`src/sv/pmhf_pkg.sv`:
```
`timescale 1ns / 1ps

package pmhf_pkg;

    localparam int GAIN_BITS     = 16;
    localparam int HOLD_BITS     = 20;
    localparam int CFG_DATA_BITS = 20;
    localparam int CFG_ADDR_BITS = 1;

    localparam logic [GAIN_BITS-1:0] FALL_GAIN_RESET    = 16'd64736;
    localparam logic [HOLD_BITS-1:0] HOLD_SAMPLES_RESET = 20'd72000;

    typedef enum logic [CFG_ADDR_BITS-1:0] {
        REG_FALL_GAIN    = 1'b0,
        REG_HOLD_SAMPLES = 1'b1
    } cfg_index_t;

    typedef struct packed {
        logic valid;
        logic stall;
    } flow_t;

endpackage

```
`src/sv/peak_meter_hold_fallback.sv`:
```
`timescale 1ns / 1ps

// Peak meter with hold and falloff. Takes one sample request per clock while
// in_stall is low and returns exactly one registered result per sample. The
// period maximum, max-since-read, held peak and hold counter are all updated
// for each accepted sample (magnitude compare, hold countdown and one
// SAMPLE_BITS-1 by 16 multiply for the falloff), so the sustained rate is
// one sample per clock. A two-entry output buffer lets a new sample be taken
// while a result still waits on out_stall; in_stall rises only when both
// entries are full. Reported values include the update made by that sample.
module peak_meter_hold_fallback #(
    parameter int SAMPLE_BITS       = 24,
    parameter int PERIOD_COUNT_BITS = 16
) (
    input  logic                                  clk,
    input  logic                                  rst_n,
    input  logic                                  cfg_we,
    input  logic [pmhf_pkg::CFG_ADDR_BITS-1:0]    cfg_index,
    input  logic [pmhf_pkg::CFG_DATA_BITS-1:0]    cfg_data,
    input  logic                                  in_valid,
    output logic                                  in_stall,
    input  logic signed [SAMPLE_BITS-1:0]         sample,
    input  logic                                  end_of_period,
    input  logic                                  read_request,
    output logic                                  out_valid,
    input  logic                                  out_stall,
    output logic [SAMPLE_BITS-2:0]                max_since_read,
    output logic [SAMPLE_BITS-2:0]                held_peak,
    output logic                                  period_done
);

    localparam int MAG_BITS  = SAMPLE_BITS - 1;
    localparam int HOLD_BITS = pmhf_pkg::HOLD_BITS;
    localparam int GAIN_BITS = pmhf_pkg::GAIN_BITS;
    localparam int CMP_BITS  = (HOLD_BITS > PERIOD_COUNT_BITS) ? HOLD_BITS
                                                               : PERIOD_COUNT_BITS;
    localparam int PROD_BITS = MAG_BITS + GAIN_BITS;
    localparam int RES_BITS  = 2 * MAG_BITS + 1;

    logic [GAIN_BITS-1:0]         fall_gain_reg;
    logic [HOLD_BITS-1:0]         hold_samples_reg;
    logic [MAG_BITS-1:0]          period_max_reg;
    logic [MAG_BITS-1:0]          running_max_reg;
    logic [MAG_BITS-1:0]          peak_value_reg;
    logic [HOLD_BITS-1:0]         hold_left_reg;
    logic                         read_pending_reg;
    logic [PERIOD_COUNT_BITS-1:0] period_count_reg;

    logic [MAG_BITS-1:0]          period_max_next;
    logic [MAG_BITS-1:0]          running_max_next;
    logic [MAG_BITS-1:0]          peak_value_next;
    logic [HOLD_BITS-1:0]         hold_left_next;
    logic                         read_pending_next;
    logic [PERIOD_COUNT_BITS-1:0] period_count_next;

    logic                         accept;
    logic [SAMPLE_BITS-1:0]       neg_sample;
    logic [MAG_BITS-1:0]          mag;
    logic [MAG_BITS-1:0]          pmax_upd;
    logic [PERIOD_COUNT_BITS-1:0] count_upd;
    logic [CMP_BITS-1:0]          hold_ext;
    logic [CMP_BITS-1:0]          count_ext;
    logic [CMP_BITS-1:0]          hold_diff;
    logic [PROD_BITS-1:0]         fall_prod;
    logic [RES_BITS-1:0]          res_data;
    logic [RES_BITS-1:0]          out_data;
    logic                         buf_full;
    pmhf_pkg::flow_t              up_flow;
    pmhf_pkg::flow_t              dn_flow;

    assign accept   = in_valid && !in_stall;
    assign in_stall = buf_full;

    // config writes
    always_ff @(posedge clk or negedge rst_n)
    begin
        if (!rst_n)
        begin
            fall_gain_reg    <= pmhf_pkg::FALL_GAIN_RESET;
            hold_samples_reg <= pmhf_pkg::HOLD_SAMPLES_RESET;
        end
        else if (cfg_we)
        begin
            unique case (pmhf_pkg::cfg_index_t'(cfg_index))
                pmhf_pkg::REG_FALL_GAIN:
                    fall_gain_reg <= cfg_data[GAIN_BITS-1:0];
                pmhf_pkg::REG_HOLD_SAMPLES:
                    hold_samples_reg <= cfg_data[HOLD_BITS-1:0];
                default:
                    ;
            endcase
        end
    end

    // magnitude, saturating the most negative code
    always_comb
    begin
        neg_sample = ~sample + {{(SAMPLE_BITS-1){1'b0}}, 1'b1};
        if (sample[SAMPLE_BITS-1])
        begin
            mag = neg_sample[SAMPLE_BITS-1] ? {MAG_BITS{1'b1}} : neg_sample[MAG_BITS-1:0];
        end
        else
        begin
            mag = sample[MAG_BITS-1:0];
        end
    end

    assign pmax_upd  = (mag > period_max_reg) ? mag : period_max_reg;
    assign count_upd = (&period_count_reg) ? period_count_reg
                     : period_count_reg + {{(PERIOD_COUNT_BITS-1){1'b0}}, 1'b1};
    assign hold_ext  = CMP_BITS'(hold_left_reg);
    assign count_ext = CMP_BITS'(count_upd);
    assign hold_diff = hold_ext - count_ext;
    assign fall_prod = PROD_BITS'(peak_value_reg) * PROD_BITS'(fall_gain_reg);

    always_comb
    begin
        running_max_next  = running_max_reg;
        peak_value_next   = peak_value_reg;
        hold_left_next    = hold_left_reg;
        period_max_next   = pmax_upd;
        period_count_next = count_upd;
        read_pending_next = read_pending_reg || read_request;
        if (end_of_period)
        begin
            period_max_next   = '0;
            period_count_next = '0;
            read_pending_next = read_request;
            if (read_pending_reg || (pmax_upd > running_max_reg))
            begin
                running_max_next = pmax_upd;
            end
            if (pmax_upd >= peak_value_reg)
            begin
                peak_value_next = pmax_upd;
                hold_left_next  = hold_samples_reg;
            end
            else if (hold_left_reg != '0)
            begin
                hold_left_next = (hold_ext > count_ext) ? hold_diff[HOLD_BITS-1:0] : '0;
            end
            else
            begin
                peak_value_next = fall_prod[PROD_BITS-1:GAIN_BITS];
            end
        end
    end

    always_ff @(posedge clk or negedge rst_n)
    begin
        if (!rst_n)
        begin
            period_max_reg   <= '0;
            running_max_reg  <= '0;
            peak_value_reg   <= '0;
            hold_left_reg    <= '0;
            read_pending_reg <= 1'b0;
            period_count_reg <= '0;
        end
        else if (accept)
        begin
            period_max_reg   <= period_max_next;
            running_max_reg  <= running_max_next;
            peak_value_reg   <= peak_value_next;
            hold_left_reg    <= hold_left_next;
            read_pending_reg <= read_pending_next;
            period_count_reg <= period_count_next;
        end
    end

    assign res_data      = {running_max_next, peak_value_next, end_of_period};
    assign up_flow.valid = accept;
    assign up_flow.stall = out_stall;

    pmhf_outbuf #(
        .WIDTH (RES_BITS)
    ) u_outbuf (
        .clk     (clk),
        .rst_n   (rst_n),
        .up      (up_flow),
        .up_data (res_data),
        .up_full (buf_full),
        .dn      (dn_flow),
        .dn_data (out_data)
    );

    assign out_valid      = dn_flow.valid;
    assign max_since_read = out_data[RES_BITS-1:MAG_BITS+1];
    assign held_peak      = out_data[MAG_BITS:1];
    assign period_done    = out_data[0];

    a_eop_clears: assert property (@(posedge clk) disable iff (!rst_n)
        accept && end_of_period |=> (period_count_reg == '0) && (period_max_reg == '0))
        else $error("period state not cleared at period end");

    a_read_latched: assert property (@(posedge clk) disable iff (!rst_n)
        accept && read_request |=> read_pending_reg)
        else $error("read request lost");

    a_running_floor: assert property (@(posedge clk) disable iff (!rst_n)
        accept && end_of_period |=> running_max_reg >= $past(pmax_upd))
        else $error("period maximum not reflected in max since read");

endmodule

```
`src/sv/pmhf_outbuf.sv`:
```
`timescale 1ns / 1ps

module pmhf_outbuf #(
    parameter int WIDTH = 47
) (
    input  logic             clk,
    input  logic             rst_n,
    input  pmhf_pkg::flow_t  up,
    input  logic [WIDTH-1:0] up_data,
    output logic             up_full,
    output pmhf_pkg::flow_t  dn,
    output logic [WIDTH-1:0] dn_data
);

    logic             out_valid_reg;
    logic             skid_valid_reg;
    logic [WIDTH-1:0] out_data_reg;
    logic [WIDTH-1:0] skid_data_reg;
    logic             out_fire;
    logic             up_fire;

    assign up_full  = skid_valid_reg;
    assign out_fire = out_valid_reg && !dn.stall;
    assign up_fire  = up.valid && !skid_valid_reg;

    assign dn.valid = out_valid_reg;
    assign dn.stall = up.stall;
    assign dn_data  = out_data_reg;

    always_ff @(posedge clk or negedge rst_n)
    begin
        if (!rst_n)
        begin
            out_valid_reg  <= 1'b0;
            skid_valid_reg <= 1'b0;
        end
        else if (skid_valid_reg)
        begin
            if (out_fire)
            begin
                skid_valid_reg <= 1'b0;
            end
        end
        else if (up_fire)
        begin
            if (out_valid_reg && !out_fire)
            begin
                skid_valid_reg <= 1'b1;
            end
            else
            begin
                out_valid_reg <= 1'b1;
            end
        end
        else if (out_fire)
        begin
            out_valid_reg <= 1'b0;
        end
    end

    always_ff @(posedge clk)
    begin
        if (skid_valid_reg)
        begin
            if (out_fire)
            begin
                out_data_reg <= skid_data_reg;
            end
        end
        else if (up_fire)
        begin
            if (out_valid_reg && !out_fire)
            begin
                skid_data_reg <= up_data;
            end
            else
            begin
                out_data_reg <= up_data;
            end
        end
    end

    // skid entry only fills behind a held output
    a_skid_behind_out: assert property (@(posedge clk) disable iff (!rst_n)
        skid_valid_reg |-> out_valid_reg)
        else $error("skid entry valid with empty output register");

endmodule

```
`config.mk`:
```
export PLATFORM = sky130hd
export DESIGN_NAME = peak_meter_hold_fallback
export DESIGN_NICKNAME = d
export VERILOG_FILES = /design/src/sv/pmhf_pkg.sv /design/src/sv/peak_meter_hold_fallback.sv /design/src/sv/pmhf_outbuf.sv
export SDC_FILE = /design/constraint.sdc
export NUM_CORES = 1
export LEC_CHECK = 0
export BUFFER_PORTS_ARGS = -buffer_cell sky130_fd_sc_hd__buf_4
export CELL_PAD_IN_SITES_DETAIL_PLACEMENT = 0
export CELL_PAD_IN_SITES_GLOBAL_PLACEMENT = 1
export CORE_ASPECT_RATIO = 1.75
export CORE_MARGIN = 5
export CORE_UTILIZATION = 25
export DETAILED_ROUTE_END_ITERATION = 12
export PLACE_DENSITY = 0.48
export SLEW_MARGIN = 5
export SYNTH_ARGS = -nofsm -noshare
export SYNTH_HDL_FRONTEND = slang
export SYNTH_SLANG_ARGS = --single-unit
```
`constraint.sdc`:
```
create_clock -name clk -period 8.11 [get_ports clk]
set_input_delay 1.622 -clock clk [delete_from_list [all_inputs] [get_ports clk]]
set_output_delay 1.622 -clock clk [all_outputs]
set_load 0.01 [all_outputs]
```
[Word level (Yosys, flattened, before mapping)]
Cells that the tools add are included.
Word-level totals
  flip-flop bits (word level): 238
  input port bits: 52
  output and inout bits: 49
  logic and storage cells: 72
Operators by class
  $add $sub $neg: 3
  multipliers: 1
  order comparisons: 4
  eq/ne operators: 3
  muxes and demuxes: 26
  bitwise gates (word level): 3
  reduce and logical (&&, ||, !) cells: 20
Operators by type and width (number)
  23-bit two-way mux: 9
  47-bit two-way mux: 4
  20-bit two-way mux: 3
  23-bit > comparator: 2
  23-bit by 16-bit multiplier with 39-bit output: 1
  16-bit two-way mux: 2
  24-bit by 1-bit adder with 24-bit output, second input constant: 1
  24-bit inverter: 1
  23-bit greater-or-equal comparator: 1
  20-bit by 16-bit > comparator with 1-bit output: 1
  20-bit nonzero test: 1
  20-bit by 16-bit subtractor with 20-bit output: 1
  16-bit by 1-bit adder with 16-bit output, second input constant: 1
  16-bit AND reduction: 1
  3-bit AND reduction: 4
  1-bit two-way mux: 8
  2-bit nonzero test: 3
  1-bit logical AND: 4
  2-bit != test, second input constant: 2
  2-bit AND reduction: 2
  1-bit logical NOT: 3
  1-bit logical OR: 2
  2-bit by 1-bit != test with 1-bit output, second input constant: 1
  1-bit inverter: 2

[Longest topological paths before layout]
  word-level depth: 13
  gate-level depth with buffers: 27
  gate-level depth less buffers: 24

[Modules after synthesis]
Synthesis repeated with hierarchy kept, for this count alone.
Second synthesis, totals
  cell total of the unflattened synthesis: 2693
  area total of the unflattened synthesis: 25633.3 µm²
By module, submodules not included
  peak_meter_hold_fallback: times used 1, cells an instance 2532, area an instance 21881.0 µm², seq. area each 3570.9 µm²
  pmhf_outbuf: times used 1, cells an instance 161, area an instance 3752.3 µm², seq. area each 2872.8 µm²

[Worst setup path after synthesis]
OpenSTA, ideal clock, no wires.
  path type: input to register
  start: input port sample[15]
  end: register u_outbuf.out_data_reg[30], in the netlist u_outbuf.dn_data[30], data pin
  library setup time: 0.260 ns
  data arrival time: 7.537 ns
  data required time: 7.850 ns
  slack: 0.313 ns
  stages: 25
  buffers on the path: 4
  path through: or4_4 > or3_4 > or4_4 > buf_6 > buf_6 > nand2_1 > ha_1 > and4_1 > a2111oi_0 > o31ai_1 > mux2i_1 > nor2_1 > buf_2 > mux2_2 > ha_1 > a21oi_1 > nor2b_1 > o21ai_0 > o211ai_1 > a2111oi_0 > a21oi_1 > nand3_1 > buf_1 > mux2_2 > mux2_2
On the way
  cells in the longest elaborated chain, start to end: 13
RTL lines
  from (decl): RTL line peak_meter_hold_fallback.sv:22  | input logic signed [SAMPLE_BITS-1:0] sample,
  24-bit inverter: RTL line peak_meter_hold_fallback.sv:98  | neg_sample = ~sample + {{(SAMPLE_BITS-1){1'b0}}, 1'b1};
  24-bit by 1-bit adder with 24-bit output: RTL line peak_meter_hold_fallback.sv:98
  23-bit two-way mux: RTL line peak_meter_hold_fallback.sv:101  | mag = neg_sample[SAMPLE_BITS-1] ? {MAG_BITS{1'b1}} : neg_sample[MAG_BITS-1:0];
  23-bit two-way mux *: RTL line peak_meter_hold_fallback.sv:99  | if (sample[SAMPLE_BITS-1])
  23-bit > comparator: RTL line peak_meter_hold_fallback.sv:109  | assign pmax_upd = (mag > period_max_reg) ? mag : period_max_reg;
  23-bit two-way mux *: RTL line peak_meter_hold_fallback.sv:109
  23-bit > comparator: RTL line peak_meter_hold_fallback.sv:130  | if (read_pending_reg || (pmax_upd > running_max_reg))
  1-bit logical OR: RTL line peak_meter_hold_fallback.sv:130
  23-bit two-way mux *: RTL line peak_meter_hold_fallback.sv:130
  23-bit two-way mux *: RTL line peak_meter_hold_fallback.sv:125  | if (end_of_period)
  net running_max_next[6]: RTL line peak_meter_hold_fallback.sv:50  | logic [MAG_BITS-1:0] running_max_next;
  47-bit two-way mux *: RTL line pmhf_outbuf.sv:72  | if (out_valid_reg && !out_fire)
  47-bit two-way mux *: RTL line pmhf_outbuf.sv:70  | else if (up_fire)
  47-bit two-way mux *: RTL line pmhf_outbuf.sv:63  | if (skid_valid_reg)
  to (signal assigned): RTL line pmhf_outbuf.sv:67  | out_data_reg <= skid_data_reg;
  to (signal assigned): RTL line pmhf_outbuf.sv:78  | out_data_reg <= up_data;
  to (decl): RTL line pmhf_outbuf.sv:17  | logic [WIDTH-1:0] out_data_reg;
The timed path passes the listed nets; every way through them passes the cells marked *. The select of a mux whose other input is x is not followed.
A chain may end at the register's enable or synchronous reset.

[Worst setup path after layout]
  start: register peak_value_reg[15]
  end: register u_outbuf.out_data_reg[17], in the netlist u_outbuf.dn_data[17], data pin
On the way
  cells in the longest elaborated chain, start to end: 7
  elaborated cells between the ends (all ways): 8
  those cells by class: mul (1); order compare (1); mux (6)
RTL lines
  from (decl): RTL line peak_meter_hold_fallback.sv:44  | logic [MAG_BITS-1:0] peak_value_reg;
  from (signal assigned): RTL line peak_meter_hold_fallback.sv:165  | peak_value_reg <= peak_value_next;
  23-bit by 16-bit multiplier with 39-bit output: RTL line peak_meter_hold_fallback.sv:115  | assign fall_prod = PROD_BITS'(peak_value_reg) * PROD_BITS'(fall_gain_reg);
  23-bit two-way mux: RTL line peak_meter_hold_fallback.sv:139  | else if (hold_left_reg != '0)
  23-bit two-way mux *: RTL line peak_meter_hold_fallback.sv:134  | if (pmax_upd >= peak_value_reg)
  23-bit two-way mux *: RTL line peak_meter_hold_fallback.sv:125
  net peak_value_next[16]: RTL line peak_meter_hold_fallback.sv:51  | logic [MAG_BITS-1:0] peak_value_next;
  47-bit two-way mux *: RTL line pmhf_outbuf.sv:72
  47-bit two-way mux *: RTL line pmhf_outbuf.sv:70
  47-bit two-way mux *: RTL line pmhf_outbuf.sv:63
Marks and branches as above.

==> out/metrics.cfg <==
[clock_network]
cts_hold_repair.buffers=0
clk_pin_slew_ps=70
postCtsSetupBuffers=0
htree_num_levels=1
root_buffer=clkbuf_16
tritoncts=done
numCtsBuffers=24
cts.sink_count=238
clock_path_buffers=3
worstSkewPairLatency_ps=570

[worst_setup_path]
timing.critical_path.slowest_stage_cell=dfrtp_1
timing.critical_path.arrival_ps=8030
timing.critical_path.to_type=flip-flop
worst_r2r_path_depth=20
slowest_delay_ps=900
r2r_setup_slack_ps=380
buffers_inverters_on_critical_path=3
timing.critical_path.cells=nand2_1, fa_1, inv_1, fa_1, fa_1, fa_1, fa_1, inv_1, fa_1, inv_1, ha_1, nand2_1, nor4_1, and4_1, nand3_1, a31oi_1, o21ai_0, nor3b_1, o31a_1, mux2_2
r2r_end=u_outbuf.dn_data[17]
critPathLaunchType=flip-flop
critPathTopFamily=adder cells
timing.setup.critical_path_class=reg -> reg
critical_path.reg2reg.startpoint=peak_value_reg[15]
worst-path-max-fanout=12
required_time_of_the_worst_setup_path_ps=8410
timing.critical_path.mode_cell=fa_1

[cells_and_area]
most-common-layout-cells=inv_1 (430), nand2_1 (359), fa_1 (292)
most_common_cell_after_layout_fill_and_taps_aside=inv_1
flow.area_growth_from_synthesis_pct=15.6
fraction_of_layout_cells_with_a_size_suffix_above_1=0.165
num-nets-final=3359
count_of_placed_standard_cells_in_the_final_layout_fillers_left_out=4165
nFillCells=10700
post_layout_inst_area_sq_um=29200

[placement]
sum_of_net_half_perimeters_after_detailed_placement_mm=70.9
post_dp_cell_area_sq_um=28400
place_inst=4120
detailedPlace.worstSlack_ps=-195
finalWeightedCongestion=0.852
buffer_ports.inserted=100

[yosys]
post_synth_inst_count=2670
post_synth_xor_area_fraction=0.0194
top_flip_flop_cell_by_instance_count_after_synthesis=dfrtp_1
synthesis.area_sq_um=25300
synth_top_area_frac=0.232
synth_simple_gate_area_share=0.151
yosysWarnings=0
ys_top_cells_by_area=fa_1 (23%), dfrtp_1 (13%), edfxtp_1 (11%)
synth.yosys.seq_area_share=0.255
synth_enable_flop_cells=94
number_of_synthesized_register_bits=238
syn_avg_cell_area_sq_um=9.46
synth_adder_area_share=0.328
synth.area.mux_share=0.0609
post-synth-top-area-cell=fa_1
ys_types=81
synth_compound_gate_area_share=0.101
syn_nets=3209
synth_top_family_by_area=adder cells
ys_async_sr_fraction=0.605

[hold_path]
timing.hold.worst_path_depth=2
min_delay_worst_endpoint=running_max_reg[4]
hold_path.startpoint=running_max_reg[4]
worst_hold_path_class=reg -> reg

[global_route]
first_global_vias=22000
maximum_number_of_pins_on_one_net_before_global_route_repair=85
grt-ovfl-total=0
grt_pass1_wl_mm=136
grt_use_total=0.163
antenna_found_initial=1

[route]
drt.antenna.violating_nets=0
viasPerCell=4.68
route.vias.total=19500
drt_first_iter_violations=932
drc=0
drt_pass1_iterations=5
drt-total-wl_mm=87.8
routed_wire_length_per_instance_um=21.1

[die]
fp.dieArea_sq_um=108000
initial_utilization=0.251
placement_rows=154
dieHeight_um=430
coreArea_sq_um=101000
dieWidth_um=250
io_pins=101

[outcome]
run_status=completed

[timing]
grt_setup_unrepaired=no
final_critical_path_setup_slack_ps=384
final-max-slew-violation-count=0
setup-violations-final=0
worst_pin_slew_ps=1030
fmaxAchievable_mhz=129
post-route-period-util=0.953
hold_viol_final=0
max_slew_margin=0.313
worst_clock_skew_ps=35.7
timing.final.crit_period_ps=7730

[run]
drv_cap=0

==> cells by family after synthesis <==
| kind of cell | count (synthesis) |
|---|---|
| AND/OR/NAND/NOR | 798 |
| buffers and inverters | 563 |
| adder cells (fa/ha/maj) | 487 |
| AO/OA/AOI/OAI | 392 |
| flip-flops | 238 |
| multiplexers | 136 |
| XOR/XNOR | 56 |
==> timing repair <==
action                                 in CTS  in global routing
setup endpoints to repair                   0                  2
resized for setup                           0                  2
endpoints found under the hold margin       0                  0
==> worst min-delay path, cell delays in order, from the launching register on <==
cell	delay, ps
dfrtp_1	360
nand2_1	50
o21ai_0	60
==> layer usage <==
metal,GRT usage,wire length (um),share of wire
met5,0,0,0
met2,0.327,49600,0.56
met3,0.00742,1660,0.019
met1,0.178,32700,0.37
met4,0.0622,3860,0.044
==> metrics by stage <==
step           utilization  hold WS, ps  setup TNS (ps)
2_1_floorplan            -          450               0
3_3_place_gp         0.283          469            -152
3_5_place_dp         0.283          493           -2380
4_1_cts              0.290          506               0
5_1_grt              0.290          544               0
6_report             0.290          498               0
==> worst max-delay path by stage <==
| stage | startpoint | end | slack, ps | depth (start not counted) |
|---|---|---|---|---|
| after floorplan | sample[15] | u_outbuf.dn_data[30] | 310 | 25 |
| after global placement | sample[15] | u_outbuf.dn_data[1] | -140 | 24 |
| after detailed placement | sample[15] | u_outbuf.dn_data[1] | -190 | 24 |
| after CTS | peak_value_reg[13] | u_outbuf.dn_data[17] | 340 | 20 |
| after global routing | sample[6] | u_outbuf.dn_data[12] | 50 | 29 |
| final | peak_value_reg[15] | u_outbuf.dn_data[17] | 380 | 20 |
==> final cells by class <==
type,instances,area [sq um],area share
Tap cell,1326,1660,0.0569
Inverter,431,1620,0.0554
Multi-Input combinational cell,1869,16700,0.572
Clock inverter,11,76.3,0.00262
Sequential cell,238,6440,0.221
Antenna cell,1,2.50,0.0000858
Timing Repair Buffer,256,2000,0.0686
Clock buffer,33,676,0.0232
==> cell usage after synthesis, drive strengths merged, types with 37 or more instances <==
library cell / instances
mux2: 126
nand3: 37
ha: 195
edfxtp: 94
nor2: 119
fa: 292
nand2: 362
o21ai: 106
clkbuf: 123
dfrtp: 130
a21oi: 85
inv: 430
and2: 152
Power is not shown: default switching activity piles up to over one toggle a cycle in this logic, so the estimate is an artifact.
